**config.mk**
```make
export PLATFORM = sky130hd
export DESIGN_NAME = write_batch_record_parser
export DESIGN_NICKNAME = d
export VERILOG_FILES = /design/src/rtl/wbrp_pkg.sv /design/src/rtl/wbrp_front.sv /design/src/rtl/wbrp_queue.sv /design/src/rtl/wbrp_back.sv /design/src/rtl/write_batch_record_parser.sv
export SDC_FILE = /design/constraint.sdc
export NUM_CORES = 1
export LEC_CHECK = 0
export ABC_AREA = 1
export BUFFER_PORTS_ARGS = -buffer_cell sky130_fd_sc_hd__buf_2
export CAP_MARGIN = 20
export CELL_PAD_IN_SITES_DETAIL_PLACEMENT = 1
export CELL_PAD_IN_SITES_GLOBAL_PLACEMENT = 2
export CORE_AREA = 2 2 293 223
export DETAILED_ROUTE_END_ITERATION = 8
export DIE_AREA = 0 0 295 225
export PLACE_DENSITY = 0.7
export SLEW_MARGIN = 20
export SYNTH_ARGS = -nofsm -noshare
export SYNTH_HDL_FRONTEND = slang
export SYNTH_HIERARCHICAL = 1
export SYNTH_SLANG_ARGS = --single-unit
```
**constraint.sdc**
```tcl
create_clock -name clk_i -period 7.6 [get_ports clk_i]
set_input_delay 1.52 -clock clk_i [delete_from_list [all_inputs] [get_ports clk_i]]
set_output_delay 1.52 -clock clk_i [all_outputs]
set_load 0.1 [all_outputs]
```
**src/rtl/wbrp_pkg.sv**
```systemverilog
// Shared types and constants for the write batch record parser.
// No dependencies; imported by every module of the block.
package wbrp_pkg;

  // Parse phases, one-hot.
  typedef enum logic [6:0] {
    PH_HEADER  = 7'b0000001,
    PH_TYPE    = 7'b0000010,
    PH_KEYLEN  = 7'b0000100,
    PH_KEY     = 7'b0001000,
    PH_VALLEN  = 7'b0010000,
    PH_VAL     = 7'b0100000,
    PH_DISCARD = 7'b1000000
  } phase_e;

  // Result kinds.
  localparam logic [2:0] KIND_SEQ      = 3'd0;
  localparam logic [2:0] KIND_OP_START = 3'd1;
  localparam logic [2:0] KIND_KEY      = 3'd2;
  localparam logic [2:0] KIND_VALUE    = 3'd3;
  localparam logic [2:0] KIND_MARKER   = 3'd4;

  // Operation codes.
  localparam logic [1:0] OP_DELETE = 2'd0;
  localparam logic [1:0] OP_PUT    = 2'd1;
  localparam logic [1:0] OP_MERGE  = 2'd2;

  localparam int unsigned LEN_W   = 56;
  localparam int unsigned GROUP_W = 4;
  localparam int unsigned QDEPTH  = 4;

  // Marker key, zero filled beyond its 28 characters.
  localparam logic [7:0] MARKER_KEY [32] = '{
    8'h7E, 8'h73, 8'h6C, 8'h61, 8'h76, 8'h65, 8'h2D, 8'h6C,
    8'h61, 8'h73, 8'h74, 8'h2D, 8'h73, 8'h65, 8'h71, 8'h75,
    8'h65, 8'h6E, 8'h63, 8'h65, 8'h2D, 8'h6E, 8'h75, 8'h6D,
    8'h62, 8'h65, 8'h72, 8'h7E, 8'h00, 8'h00, 8'h00, 8'h00
  };

  typedef struct packed {
    logic [2:0]  kind;
    logic [1:0]  op_code;
    logic [7:0]  payload_byte;
    logic [31:0] sequence_number;
    logic        op_end;
    logic        op_accepted;
    logic        record_end;
    logic        format_error;
  } result_t;

endpackage

```
**src/rtl/wbrp_front.sv**
```systemverilog
// Front end of the record parser: accepts bytes and classifies them into results.
// Depends on wbrp_pkg.
module wbrp_front #(
  parameter int unsigned HEADER_BYTES      = 12,
  parameter int unsigned MAX_VARINT_GROUPS = 8,
  parameter int unsigned MARKER_KEY_LENGTH = 28
) (
  input  logic              clk_i,
  input  logic              rst_ni,
  input  logic              valid_i,
  output logic              ready_o,
  input  logic [7:0]        data_i,
  input  logic              last_i,
  input  logic              q_full_i,
  output logic              push_o,
  output wbrp_pkg::result_t res_o
);
  import wbrp_pkg::*;

  phase_e             phase_q, phase_d;
  logic [3:0]         hpos_q, hpos_d;
  logic [23:0]        seqp_q, seqp_d;
  logic [GROUP_W-1:0] grp_q, grp_d;
  logic [LEN_W-1:0]   len_q, len_d;
  logic [1:0]         op_q, op_d;
  logic [4:0]         mpos_q, mpos_d;
  logic               mm_q, mm_d;
  logic               kne_q, kne_d;

  logic               accept;
  logic               emit;
  result_t            res;
  logic [LEN_W-1:0]   len_new;
  logic [LEN_W-1:0]   len_dec;
  logic [GROUP_W-1:0] grp_next;
  logic               vdone;
  logic               hdr_done;
  logic               is_key;
  logic               err;
  logic               mm_new;

  assign ready_o = !q_full_i;
  assign accept  = valid_i && ready_o;
  assign push_o  = accept && emit;
  assign res_o   = res;

  always_comb begin
    len_new = len_q;
    for (int i = 0; i < 8; i++) begin
      if (grp_q == GROUP_W'(i)) begin
        len_new[7*i +: 7] = len_q[7*i +: 7] | data_i[6:0];
      end
    end
  end

  assign grp_next = grp_q + GROUP_W'(1);
  assign vdone    = !data_i[7] || (grp_next >= GROUP_W'(MAX_VARINT_GROUPS));
  assign hdr_done = ({1'b0, hpos_q} + 5'd1) >= 5'(HEADER_BYTES);
  assign is_key   = (phase_q == PH_KEYLEN);
  assign len_dec  = (len_q != '0) ? len_q - LEN_W'(1) : len_q;

  always_comb begin
    phase_d = phase_q;
    hpos_d  = hpos_q;
    seqp_d  = seqp_q;
    grp_d   = grp_q;
    len_d   = len_q;
    op_d    = op_q;
    mpos_d  = mpos_q;
    mm_d    = mm_q;
    kne_d   = kne_q;
    emit    = 1'b0;
    res     = '0;
    res.record_end = last_i;
    err     = 1'b0;
    mm_new  = mm_q;

    case (phase_q)
      PH_HEADER: begin
        if (hpos_q < 4'd3) begin
          seqp_d[8*hpos_q[1:0] +: 8] = data_i;
        end
        if (hpos_q == 4'd3) begin
          res.sequence_number = {data_i, seqp_q};
          res.kind            = KIND_SEQ;
          emit                = 1'b1;
        end else begin
          res.kind = KIND_MARKER;
        end
        if (last_i) begin
          emit             = 1'b1;
          res.format_error = !hdr_done;
        end else if (hdr_done) begin
          phase_d = PH_TYPE;
        end else begin
          hpos_d = hpos_q + 4'd1;
        end
      end

      PH_TYPE: begin
        emit = 1'b1;
        if (data_i > 8'd2) begin
          res.kind         = KIND_MARKER;
          res.format_error = 1'b1;
          phase_d          = PH_DISCARD;
        end else begin
          op_d             = data_i[1:0];
          kne_d            = 1'b0;
          mm_d             = 1'b0;
          mpos_d           = '0;
          phase_d          = PH_KEYLEN;
          grp_d            = '0;
          len_d            = '0;
          res.kind         = KIND_OP_START;
          res.op_code      = data_i[1:0];
          res.format_error = last_i;
        end
      end

      PH_KEYLEN, PH_VALLEN: begin
        res.kind    = KIND_MARKER;
        res.op_code = op_q;
        grp_d       = grp_next;
        len_d       = len_new;
        if (last_i) begin
          err = data_i[7] || (len_new != '0) || (is_key && (op_q != OP_DELETE));
          emit             = 1'b1;
          res.op_end       = !err;
          res.op_accepted  = !err && !is_key && kne_q && mm_q;
          res.format_error = err;
        end else if (vdone) begin
          if (is_key) begin
            kne_d  = (len_new != '0);
            mm_d   = (len_new != LEN_W'(MARKER_KEY_LENGTH));
            mpos_d = '0;
            if (len_new != '0) begin
              phase_d = PH_KEY;
            end else if (op_q == OP_DELETE) begin
              phase_d    = PH_TYPE;
              emit       = 1'b1;
              res.op_end = 1'b1;
            end else begin
              phase_d = PH_VALLEN;
              grp_d   = '0;
              len_d   = '0;
            end
          end else if (len_new != '0) begin
            phase_d = PH_VAL;
          end else begin
            phase_d         = PH_TYPE;
            emit            = 1'b1;
            res.op_end      = 1'b1;
            res.op_accepted = kne_q && mm_q;
          end
        end
      end

      PH_KEY: begin
        emit             = 1'b1;
        res.kind         = KIND_KEY;
        res.op_code      = op_q;
        res.payload_byte = data_i;
        if (!mm_q) begin
          mm_new = (data_i != MARKER_KEY[mpos_q]);
          mpos_d = mpos_q + 5'd1;
        end
        mm_d  = mm_new;
        len_d = len_dec;
        if (len_dec == '0) begin
          if (op_q == OP_DELETE) begin
            res.op_end      = 1'b1;
            res.op_accepted = kne_q && mm_new;
            phase_d         = PH_TYPE;
          end else begin
            phase_d = PH_VALLEN;
            grp_d   = '0;
            len_d   = '0;
          end
        end
        res.format_error = last_i && !res.op_end;
      end

      PH_VAL: begin
        emit             = 1'b1;
        res.kind         = KIND_VALUE;
        res.op_code      = op_q;
        res.payload_byte = data_i;
        len_d            = len_dec;
        if (len_dec == '0) begin
          res.op_end      = 1'b1;
          res.op_accepted = kne_q && mm_q;
          phase_d         = PH_TYPE;
        end
        res.format_error = last_i && !res.op_end;
      end

      default: begin
        res.kind = KIND_MARKER;
        emit     = last_i;
        phase_d  = PH_DISCARD;
      end
    endcase

    // Clear all parse state at the record's last byte.
    if (last_i) begin
      phase_d = PH_HEADER;
      hpos_d  = '0;
      seqp_d  = '0;
      grp_d   = '0;
      len_d   = '0;
      op_d    = '0;
      mpos_d  = '0;
      mm_d    = 1'b0;
      kne_d   = 1'b0;
    end
  end

  always_ff @(posedge clk_i or negedge rst_ni) begin
    if (!rst_ni) begin
      phase_q <= PH_HEADER;
      hpos_q  <= '0;
      seqp_q  <= '0;
      grp_q   <= '0;
      len_q   <= '0;
      op_q    <= '0;
      mpos_q  <= '0;
      mm_q    <= 1'b0;
      kne_q   <= 1'b0;
    end else if (accept) begin
      phase_q <= phase_d;
      hpos_q  <= hpos_d;
      seqp_q  <= seqp_d;
      grp_q   <= grp_d;
      len_q   <= len_d;
      op_q    <= op_d;
      mpos_q  <= mpos_d;
      mm_q    <= mm_d;
      kne_q   <= kne_d;
    end
  end

  a_last_emits: assert property (@(posedge clk_i) disable iff (!rst_ni)
    accept && last_i |-> push_o && res.record_end)
    else $error("last byte accepted without a record end result");

  a_last_clears: assert property (@(posedge clk_i) disable iff (!rst_ni)
    accept && last_i |=> phase_q == PH_HEADER && hpos_q == '0 && len_q == '0)
    else $error("parse state not cleared after record end");

  a_group_bound: assert property (@(posedge clk_i) disable iff (!rst_ni)
    grp_q <= GROUP_W'(MAX_VARINT_GROUPS))
    else $error("varint group index out of range");

endmodule

```
**src/rtl/wbrp_queue.sv**
```systemverilog
// Short result queue between the parser front and the output stage.
// Depends on wbrp_pkg.
module wbrp_queue (
  input  logic              clk_i,
  input  logic              rst_ni,
  input  logic              push_i,
  input  wbrp_pkg::result_t push_data_i,
  output logic              full_o,
  input  logic              pop_i,
  output logic              empty_o,
  output wbrp_pkg::result_t pop_data_o
);
  import wbrp_pkg::*;

  localparam int unsigned PTR_W = $clog2(QDEPTH);

  result_t            mem_q [QDEPTH];
  logic [PTR_W-1:0]   wr_q, rd_q;
  logic [PTR_W:0]     cnt_q;
  logic               do_push, do_pop;

  assign full_o     = (cnt_q == (PTR_W+1)'(QDEPTH));
  assign empty_o    = (cnt_q == '0);
  assign do_push    = push_i && !full_o;
  assign do_pop     = pop_i && !empty_o;
  assign pop_data_o = mem_q[rd_q];

  always_ff @(posedge clk_i) begin
    if (do_push) begin
      mem_q[wr_q] <= push_data_i;
    end
  end

  always_ff @(posedge clk_i or negedge rst_ni) begin
    if (!rst_ni) begin
      wr_q  <= '0;
      rd_q  <= '0;
      cnt_q <= '0;
    end else begin
      if (do_push) wr_q <= wr_q + PTR_W'(1);
      if (do_pop)  rd_q <= rd_q + PTR_W'(1);
      cnt_q <= cnt_q + (PTR_W+1)'(do_push) - (PTR_W+1)'(do_pop);
    end
  end

  a_no_overflow: assert property (@(posedge clk_i) disable iff (!rst_ni)
    push_i |-> !full_o)
    else $error("push into a full result queue");

endmodule

```
**src/rtl/wbrp_back.sv**
```systemverilog
// Output stage of the record parser: registers one result and drives the master stream.
// Depends on wbrp_pkg.
module wbrp_back (
  input  logic              clk_i,
  input  logic              rst_ni,
  input  logic              q_empty_i,
  input  wbrp_pkg::result_t q_data_i,
  output logic              q_pop_o,
  output logic              m_axis_tvalid_o,
  input  logic              m_axis_tready_i,
  output logic [47:0]       m_axis_tdata_o,
  output logic [4:0]        m_axis_tuser_o,
  output logic              m_axis_tlast_o
);
  import wbrp_pkg::*;

  result_t out_q;
  logic    vld_q;
  logic    load;

  assign load    = !vld_q || m_axis_tready_i;
  assign q_pop_o = load && !q_empty_i;

  always_ff @(posedge clk_i or negedge rst_ni) begin
    if (!rst_ni) begin
      vld_q <= 1'b0;
    end else if (load) begin
      vld_q <= !q_empty_i;
    end
  end

  always_ff @(posedge clk_i) begin
    if (q_pop_o) begin
      out_q <= q_data_i;
    end
  end

  assign m_axis_tvalid_o = vld_q;
  assign m_axis_tdata_o  = {5'b0, out_q.format_error, out_q.op_accepted, out_q.op_end,
                            out_q.sequence_number, out_q.payload_byte};
  assign m_axis_tuser_o  = {out_q.op_code, out_q.kind};
  assign m_axis_tlast_o  = out_q.record_end;

endmodule

```
**src/rtl/write_batch_record_parser.sv**
```systemverilog
// Top level of the write batch record parser: parser front, result queue, output stage.
// Depends on wbrp_pkg, wbrp_front, wbrp_queue and wbrp_back.
//
//  channel  dir  handshake               contents
//  s_axis   in   tvalid/tready           one record byte, tlast on the record's final byte
//  m_axis   out  tvalid/tready           one parse result, tlast on the record end
//
// One byte is taken per cycle while the result queue has room. A result is written
// to the queue when its byte is transferred and is then loaded into the output
// register. The front holds its parse state in registers and updates it in the
// cycle of the transfer, so the sustained rate is one byte per cycle unless the
// result queue is full. s_axis_tready_o drops only while the four-entry result
// queue is full, i.e. under output backpressure. Reset clears the parse state to
// the header phase and empties the queue and output register.
module write_batch_record_parser #(
  parameter int unsigned HEADER_BYTES      = 12,
  parameter int unsigned MAX_VARINT_GROUPS = 8,
  parameter int unsigned MARKER_KEY_LENGTH = 28
) (
  input  logic        clk_i,
  input  logic        rst_ni,
  input  logic        s_axis_tvalid_i,
  output logic        s_axis_tready_o,
  input  logic [7:0]  s_axis_tdata_i,  // [7:0] data_byte
  input  logic        s_axis_tlast_i,  // last_byte
  output logic        m_axis_tvalid_o,
  input  logic        m_axis_tready_i,
  output logic [47:0] m_axis_tdata_o,  // [7:0] payload_byte, [39:8] sequence_number,
                                       // [40] op_end, [41] op_accepted,
                                       // [42] format_error, [47:43] zero
  output logic [4:0]  m_axis_tuser_o,  // [2:0] kind, [4:3] op_code
  output logic        m_axis_tlast_o   // record_end
);
  import wbrp_pkg::*;

  logic    push, q_full, q_empty, q_pop;
  result_t push_data, pop_data;

  // Parser front: classify each byte and update the record state.
  wbrp_front #(
    .HEADER_BYTES     (HEADER_BYTES),
    .MAX_VARINT_GROUPS(MAX_VARINT_GROUPS),
    .MARKER_KEY_LENGTH(MARKER_KEY_LENGTH)
  ) u_front (
    .clk_i   (clk_i),
    .rst_ni  (rst_ni),
    .valid_i (s_axis_tvalid_i),
    .ready_o (s_axis_tready_o),
    .data_i  (s_axis_tdata_i),
    .last_i  (s_axis_tlast_i),
    .q_full_i(q_full),
    .push_o  (push),
    .res_o   (push_data)
  );

  // Decouple the front from output stalls.
  wbrp_queue u_queue (
    .clk_i      (clk_i),
    .rst_ni     (rst_ni),
    .push_i     (push),
    .push_data_i(push_data),
    .full_o     (q_full),
    .pop_i      (q_pop),
    .empty_o    (q_empty),
    .pop_data_o (pop_data)
  );

  // Output register: hold a result until the sink takes the transfer.
  wbrp_back u_back (
    .clk_i          (clk_i),
    .rst_ni         (rst_ni),
    .q_empty_i      (q_empty),
    .q_data_i       (pop_data),
    .q_pop_o        (q_pop),
    .m_axis_tvalid_o(m_axis_tvalid_o),
    .m_axis_tready_i(m_axis_tready_i),
    .m_axis_tdata_o (m_axis_tdata_o),
    .m_axis_tuser_o (m_axis_tuser_o),
    .m_axis_tlast_o (m_axis_tlast_o)
  );

endmodule
```
==> flow_metrics.py, run 1 <==
metrics = {
    "run_status": {
        "outcome": "completed",
    },
    "power_and_ir_drop": {
        "ir_worst_vdd_mv": 0.292,
        "power_density_mw_per_mm2": 333,
        "p_switching_mw": 3.07,
        "switching_share_pct": 43.0,
        "p_int_mw": 4.06,
        "seq_power_share_pct": 36.5,
        "p_comb_share_pct": 35.4,
        "power.total_mw": 7.12,
        "clock_power_share_pct": 28.1,
        "p_leak_nw": 9.34,
    },
    "yosys": {
        "syn_area_mm2": 0.0188,
        "synth_ff_type": "edfxtp_1",
        "synth-edff-count": 245,
        "synthTopCellsByCount": "502 x nand2_1, 388 x nor2_1, 245 x edfxtp_1, 236 x o21ai_0, 216 x inv_1",
        "yosys_warnings": 6,
        "synthDistinctLibCells": 46,
        "ys_seq_elements": 357,
        "yosysTopAreaCell": "edfxtp_1",
        "yosysSeqAreaShare_pct": 53.9,
        "synth_compound_area_share_pct": 11.5,
        "synthCells": 2255,
        "synth_adder_area_share_pct": 1.70,
        "synth_area_leaders": "edfxtp_1 39%, dfrtp_1 15%, nand2_1 10%",
        "syn_avg_cell_area_um2": 8.35,
        "synthMuxAreaShare_pct": 0,
        "yosys.area_share.simple_pct": 24.5,
        "yosysMostFrequentCell": "nand2_1",
        "yosysTopAreaCellShare_pct": 39.1,
        "synthXorXnorAreaFrac_pct": 1.30,
        "async_reset_ff_share_pct": 31.4,
        "synth_top_family_by_area": "simple AND/OR/NAND/NOR gates",
    },
    "global_routing": {
        "gr-usage-met3_pct": 4.92,
        "gr-usage-met1_pct": 33.0,
        "antenna_found_initial": 4,
        "grt_max_degree": 93,
        "grt-ovfl-total": 0,
        "busiest_layer": "met1",
        "met2_usage_pct": 30.0,
        "grt_usage_pct": 21.5,
        "grt_pass1_wl_um": 106000,
        "grt_pass1_vias": 16100,
    },
    "layout": {
        "synthToLayoutAreaGrowth_pct": 13.6,
        "drive_gt1_share_pct": 9.04,
        "final_area_mm2": 0.0214,
        "fillers": 7476,
        "multiInputGateArea_mm2": 0.00743,
        "final_net_count": 2330,
        "seq_area_mm2": 0.0102,
    },
    "clock_tree": {
        "clock_path_buffers": 3,
        "clk_pin_slew_ns": 0.06,
        "ctsHoldBuffers": 0,
        "cts_buffers": 40,
        "cts.sinks": 357,
        "postCtsSetupRepairBufs": 0,
        "cts_resized": 0,
        "htree_levels": 2,
        "cts_tree": "built",
        "root_buffer": "clkbuf_16",
        "clock_latency_ns": 0.57,
    },
    "hold_path": {
        "hold_path.class": "reg -> reg",
    },
    "flow_run": {
        "maxCapViolCount": 0,
    },
    "placement": {
        "portBuffers": 63,
        "place_area_mm2": 0.0201,
        "hpwl_um": 52500,
        "gp_congestion": 0.947,
    },
    "routing": {
        "vias": 16100,
        "routed_via_density": 5.06,
        "drt-total-wl_um": 70900,
        "drt-initial-drc-count": 1384,
        "wl_per_cell_um": 22.2,
        "dr.pass1.iters": 5,
        "drc": 0,
        "ant_nets": 0,
    },
    "setup_path": {
        "worstPathRequired_ns": 7.84,
        "crit_path_end_kind": "flop",
        "crit_arrival_ns": 5.22,
        "ff2ff_setup_slack_ns": 2.73,
        "critPathMaxFanout": 28,
        "critical_path_class": "in -> reg",
        "cp-start-kind": "input pin",
    },
    "die": {
        "core_area_mm2": 0.0632,
        "rows": 80,
        "io_pins": 69,
        "die-area_mm2": 0.0664,
        "die_w_um": 295,
        "start_util_pct": 29.8,
        "fp.dieH_um": 225,
    },
    "timing": {
        "slew_headroom_pct": 26.6,
        "rsz0062_at_grt": "false",
        "holdWs_ns": 0.478,
        "finalSetupViolations": 0,
        "skew_ns": 0.0248,
        "min_period_ns": 4.98,
        "slew_violations": 0,
        "hold_viol": 0,
        "worst_slew_pin_slew_ns": 1.09,
        "tns_ns": 0,
        "fin_crit_sh_pct": 65.5,
        "max_freq_mhz": 201,
    },
}
## state kept, by name, indices dropped and copies added (netlist names)
register                flops
u_queue/wr_q                2
u_back/m_axis_tdata_o      43
u_front/kne_q               1
u_back/m_axis_tlast_o       1
u_front/len_q              56
u_front/seqp_q             24
u_front/mpos_q              5
u_front/grp_q               4
u_front/op_q                2
u_front/phase_q             7
u_queue/rd_q                2
u_back/m_axis_tuser_o       5
u_front/hpos_q              4
u_queue/mem_q             196
u_front/mm_q                1
u_back/m_axis_tvalid_o      1
u_queue/cnt_q               3
## power groups by stage
| stage | registers (mW) | clock network, mW | logic, mW |
|---|---|---|---|
| floorplan | 3.62 | 0 | 0.977 |
| global placement | 2.63 | 0 | 2.49 |
| detailed placement | 2.65 | 0 | 2.54 |
| CTS | 2.61 | 2.06 | 2.55 |
| global route | 2.64 | 2.13 | 2.74 |
| finish | 2.60 | 2.00 | 2.52 |
## cells in the final DEF, fill, tap and decap left out, drive strengths merged
cell	count
diode	3
a22oi	1
o211ai	6
a31oi	3
o31ai	14
bufinv	5
o2111ai	2
nor4	5
inv	225
clkbuf	50
nor3b	7
nand3	82
nand4	40
conb	5
nand2	516
a41oi	1
edfxtp	245
or4	1
clkinvlp	2
a21oi	110
dfstp	1
xor2	27
o22ai	8
fa	1
o21ai	270
dfrtp	111
xnor2	1
nor3	41
clkinv	19
ha	24
buf	86
nor2	412
o21a	1
## through the flow
step / util, % / setup WS (ns) / std cells
final: 33.9 / 2.62 / 3186
after global routing: 33.9 / 2.23 / 3183
after CTS: 33.8 / 2.62 / 3183
after detailed placement: 31.8 / 2.06 / 3111
after global placement: 31.7 / 2.00 / 3109
after floorplan: - / 1.94 / 2259
## worst paths after layout
path                            cells past startpoint                    to                from
min in group asynchronous                           1     u_front/len_q[39]              rst_ni
worst min register to register                      2    u_front/phase_q[0]  u_front/phase_q[0]
worst max register to register                     16  u_queue/mem_q[3][20]    u_front/grp_q[0]
max in group asynchronous                           2       u_queue/rd_q[0]              rst_ni
worst min-delay path                                2    u_front/phase_q[0]  u_front/phase_q[0]
worst max-delay path                               13  u_queue/mem_q[3][20]   s_axis_tdata_i[0]
## routing by layer
metal,routed length (um),vias to the layer above
li1,-,7536
met1,35600,8064
met2,28400,438
met3,5230,93
met4,1550,4
met5,25,-
## critical path: stages
cell,delay (ns)
buf_2,0.21
a21oi_1,0.25
nand4_1,0.13
nor2_1,0.38
nand4_1,0.14
nor2_1,0.29
nand3_1,0.17
inv_1,0.14
nand2_1,0.06
a41oi_1,0.27
nand2_1,0.36
nor2_4,0.86
buf_4,0.39
## area by class of cell
type | count | area share [%]
multi-input combinational | 1578 | 34.7
tap | 861 | 5.04
timing repair buffer | 86 | 2.48
clock buffer | 50 | 4.99
clock inverter | 22 | 1.19
sequential | 357 | 47.5
antenna | 3 | 0.0351
inverter | 229 | 4.02
## cells by family (layout without fill, tap and decap cells)
kind of cell / Yosys count / after routing
AOI/OAI and AO/OA: 416 / 416
xor gates and xnor gates: 28 / 28
adders and majority gates: 25 / 25
buffers and inverters: 324 / 387
DFF: 357 / 357
other: 1 / 8
and+or+nand+nor: 1104 / 1104
Power figures use the tool's default switching activity.
==> inputs of run 2 (changes only) <==
Clock period 7.6 ns to 4.6 ns, I/O delays scaled along.
==> flow_metrics.py, run 2 (synthesized netlist as in run 1, its figures left out) <==
metrics = {
    "die": {
        "die_w_um": 295,
        "fp.dieH_um": 225,
        "start_util_pct": 29.8,
        "rows": 80,
        "io_pins": 69,
        "die-area_mm2": 0.0664,
        "core_area_mm2": 0.0632,
    },
    "timing": {
        "rsz0062_at_grt": "false",
        "min_period_ns": 4.16,
        "max_freq_mhz": 240,
        "worst_slew_pin_slew_ns": 1.18,
        "fin_crit_sh_pct": 90.4,
        "skew_ns": 0.0336,
        "tns_ns": 0,
        "setup_slack_ns": 0.440,
        "holdWs_ns": 0.314,
        "slew_headroom_pct": 21.0,
        "hold_viol": 0,
        "finalSetupViolations": 0,
        "slew_violations": 0,
    },
    "layout": {
        "largest_register": "u_queue/mem_q",
        "synthToLayoutAreaGrowth_pct": 14.3,
        "fillers": 7535,
        "final_area_mm2": 0.0215,
        "drive_gt1_share_pct": 9.85,
        "largest_reg_flops": 196,
        "final_cell_mix": "502 x nand2_1, 384 x nor2_1, 245 x edfxtp_1",
        "final_common_cell": "nand2_1",
        "final_net_count": 2353,
    },
    "routing": {
        "dr.pass1.iters": 5,
        "wl_per_cell_um": 22.0,
        "drt-total-wl_um": 70500,
        "ant_nets": 0,
        "drt-initial-drc-count": 1257,
        "vias": 16200,
        "drc": 0,
        "routed_via_density": 5.05,
    },
    "clock_tree": {
        "clk_pin_slew_ns": 0.07,
        "cts_tree": "built",
        "clock_latency_ns": 0.57,
        "ctsHoldBuffers": 0,
        "cts_resized": 0,
        "postCtsSetupRepairBufs": 0,
        "root_buffer": "clkbuf_16",
        "htree_levels": 2,
        "cts.sinks": 357,
        "clock_path_buffers": 3,
        "cts_buffers": 40,
    },
    "global_routing": {
        "grt_pass1_wl_um": 106000,
        "grt_max_degree": 81,
        "grt_usage_pct": 21.3,
        "grt_pass1_vias": 16400,
        "grt-ovfl-total": 0,
        "antenna_found_initial": 2,
    },
    "setup_path": {
        "r2r_cells": 13,
        "reg2reg_from": "u_front/len_q[6]",
        "critical_path_class": "reg -> reg",
        "worstPathRequired_ns": 4.88,
        "crit_path_end_kind": "flop",
        "crit_arrival_ns": 4.44,
        "regToRegEndpoint": "u_queue/mem_q[2][3]",
        "ff2ff_setup_slack_ns": 0.44,
        "cp-start-kind": "flop",
        "critPathMaxFanout": 5,
    },
    "power_and_ir_drop": {
        "p_switching_mw": 5.12,
        "power_density_mw_per_mm2": 545,
        "p_comb_share_pct": 35.7,
        "p_int_mw": 6.61,
        "switching_share_pct": 43.6,
        "ir_worst_vdd_mv": 0.497,
        "p_leak_nw": 9.44,
        "power.total_mw": 11.7,
        "seq_power_share_pct": 36.8,
        "clock_power_share_pct": 27.4,
    },
    "placement": {
        "gp_congestion": 0.968,
        "pre_cts_slack_ns": 0.400,
        "portBuffers": 63,
        "place_area_mm2": 0.0202,
        "hpwl_um": 50900,
    },
    "flow_run": {
        "maxCapViolCount": 0,
    },
    "hold_path": {
        "hold_path.class": "in -> async",
    },
    "run_status": {
        "outcome": "completed",
    },
}
==> run 2: critical path, cell delays in order, from the launching register on <==
cell and delay [ns]:
dfrtp_1 0.51, nor2_1 0.44, nand2_1 0.12, nor2_2 0.34
nand2_1 0.23, nor2_1 0.57, xor2_1 0.14, nand2_1 0.12
nand2_1 0.08, nor2_1 0.20, nand3_1 0.17, nor2_4 0.28
nand3_2 0.20, o31ai_1 0.48
==> run 2: metrics by stage <==
step | utilization (%) | std cells
2_1_floorplan | - | 2259
3_3_place_gp | 32.0 | 3133
3_5_place_dp | 32.0 | 3133
4_1_cts | 34.0 | 3206
5_1_grt | 34.1 | 3208
6_report | 34.1 | 3209
==> run 2: layout make-up <==
class / count / area [um2] / share of cell area (%)
diodes: 2 / 5.00 / 0.0232
repair buffers: 109 / 726 / 3.37
well taps: 861 / 1080 / 5.00
flip-flops and latches: 357 / 10200 / 47.2
clock buffers: 51 / 1060 / 4.93
inverters: 229 / 860 / 3.99
multi-input cells: 1578 / 7420 / 34.5
clock inverters: 22 / 209 / 0.971
==> run 2: power groups by stage <==
stage	Combinational, mW	Sequential [mW]	Clock [mW]
final	4.19	4.32	3.22
after global routing	4.54	4.39	3.41
after CTS	4.23	4.33	3.30
after detailed placement	4.22	4.39	0
after global placement	4.16	4.36	0
after floorplan	1.61	5.97	0
==> run 2: routing by layer <==
| layer | routed length (um) | up-vias | global-route usage, % |
|---|---|---|---|
| li1 | - | 7569 | - |
| met4 | 1870 | 2 | 6.12 |
| met3 | 4600 | 99 | 4.70 |
| met2 | 28600 | 399 | 29.9 |
| met1 | 35500 | 8123 | 32.5 |
| met5 | 8 | - | 0 |
==> run 2: worst max path at each step <==
stage,end,startpoint,slack [ns]
finish,u_queue/mem_q[2][3],u_front/len_q[6],0.44
global route,u_queue/cnt_q[2],u_front/grp_q[0],0.19
detailed placement,u_queue/cnt_q[2],s_axis_tdata_i[3],0.40
floorplan,u_queue/mem_q[0][0],s_axis_tdata_i[2],-0.46
CTS,u_queue/cnt_q[2],u_front/grp_q[0],0.61
global placement,u_queue/cnt_q[2],s_axis_tdata_i[0],0.41
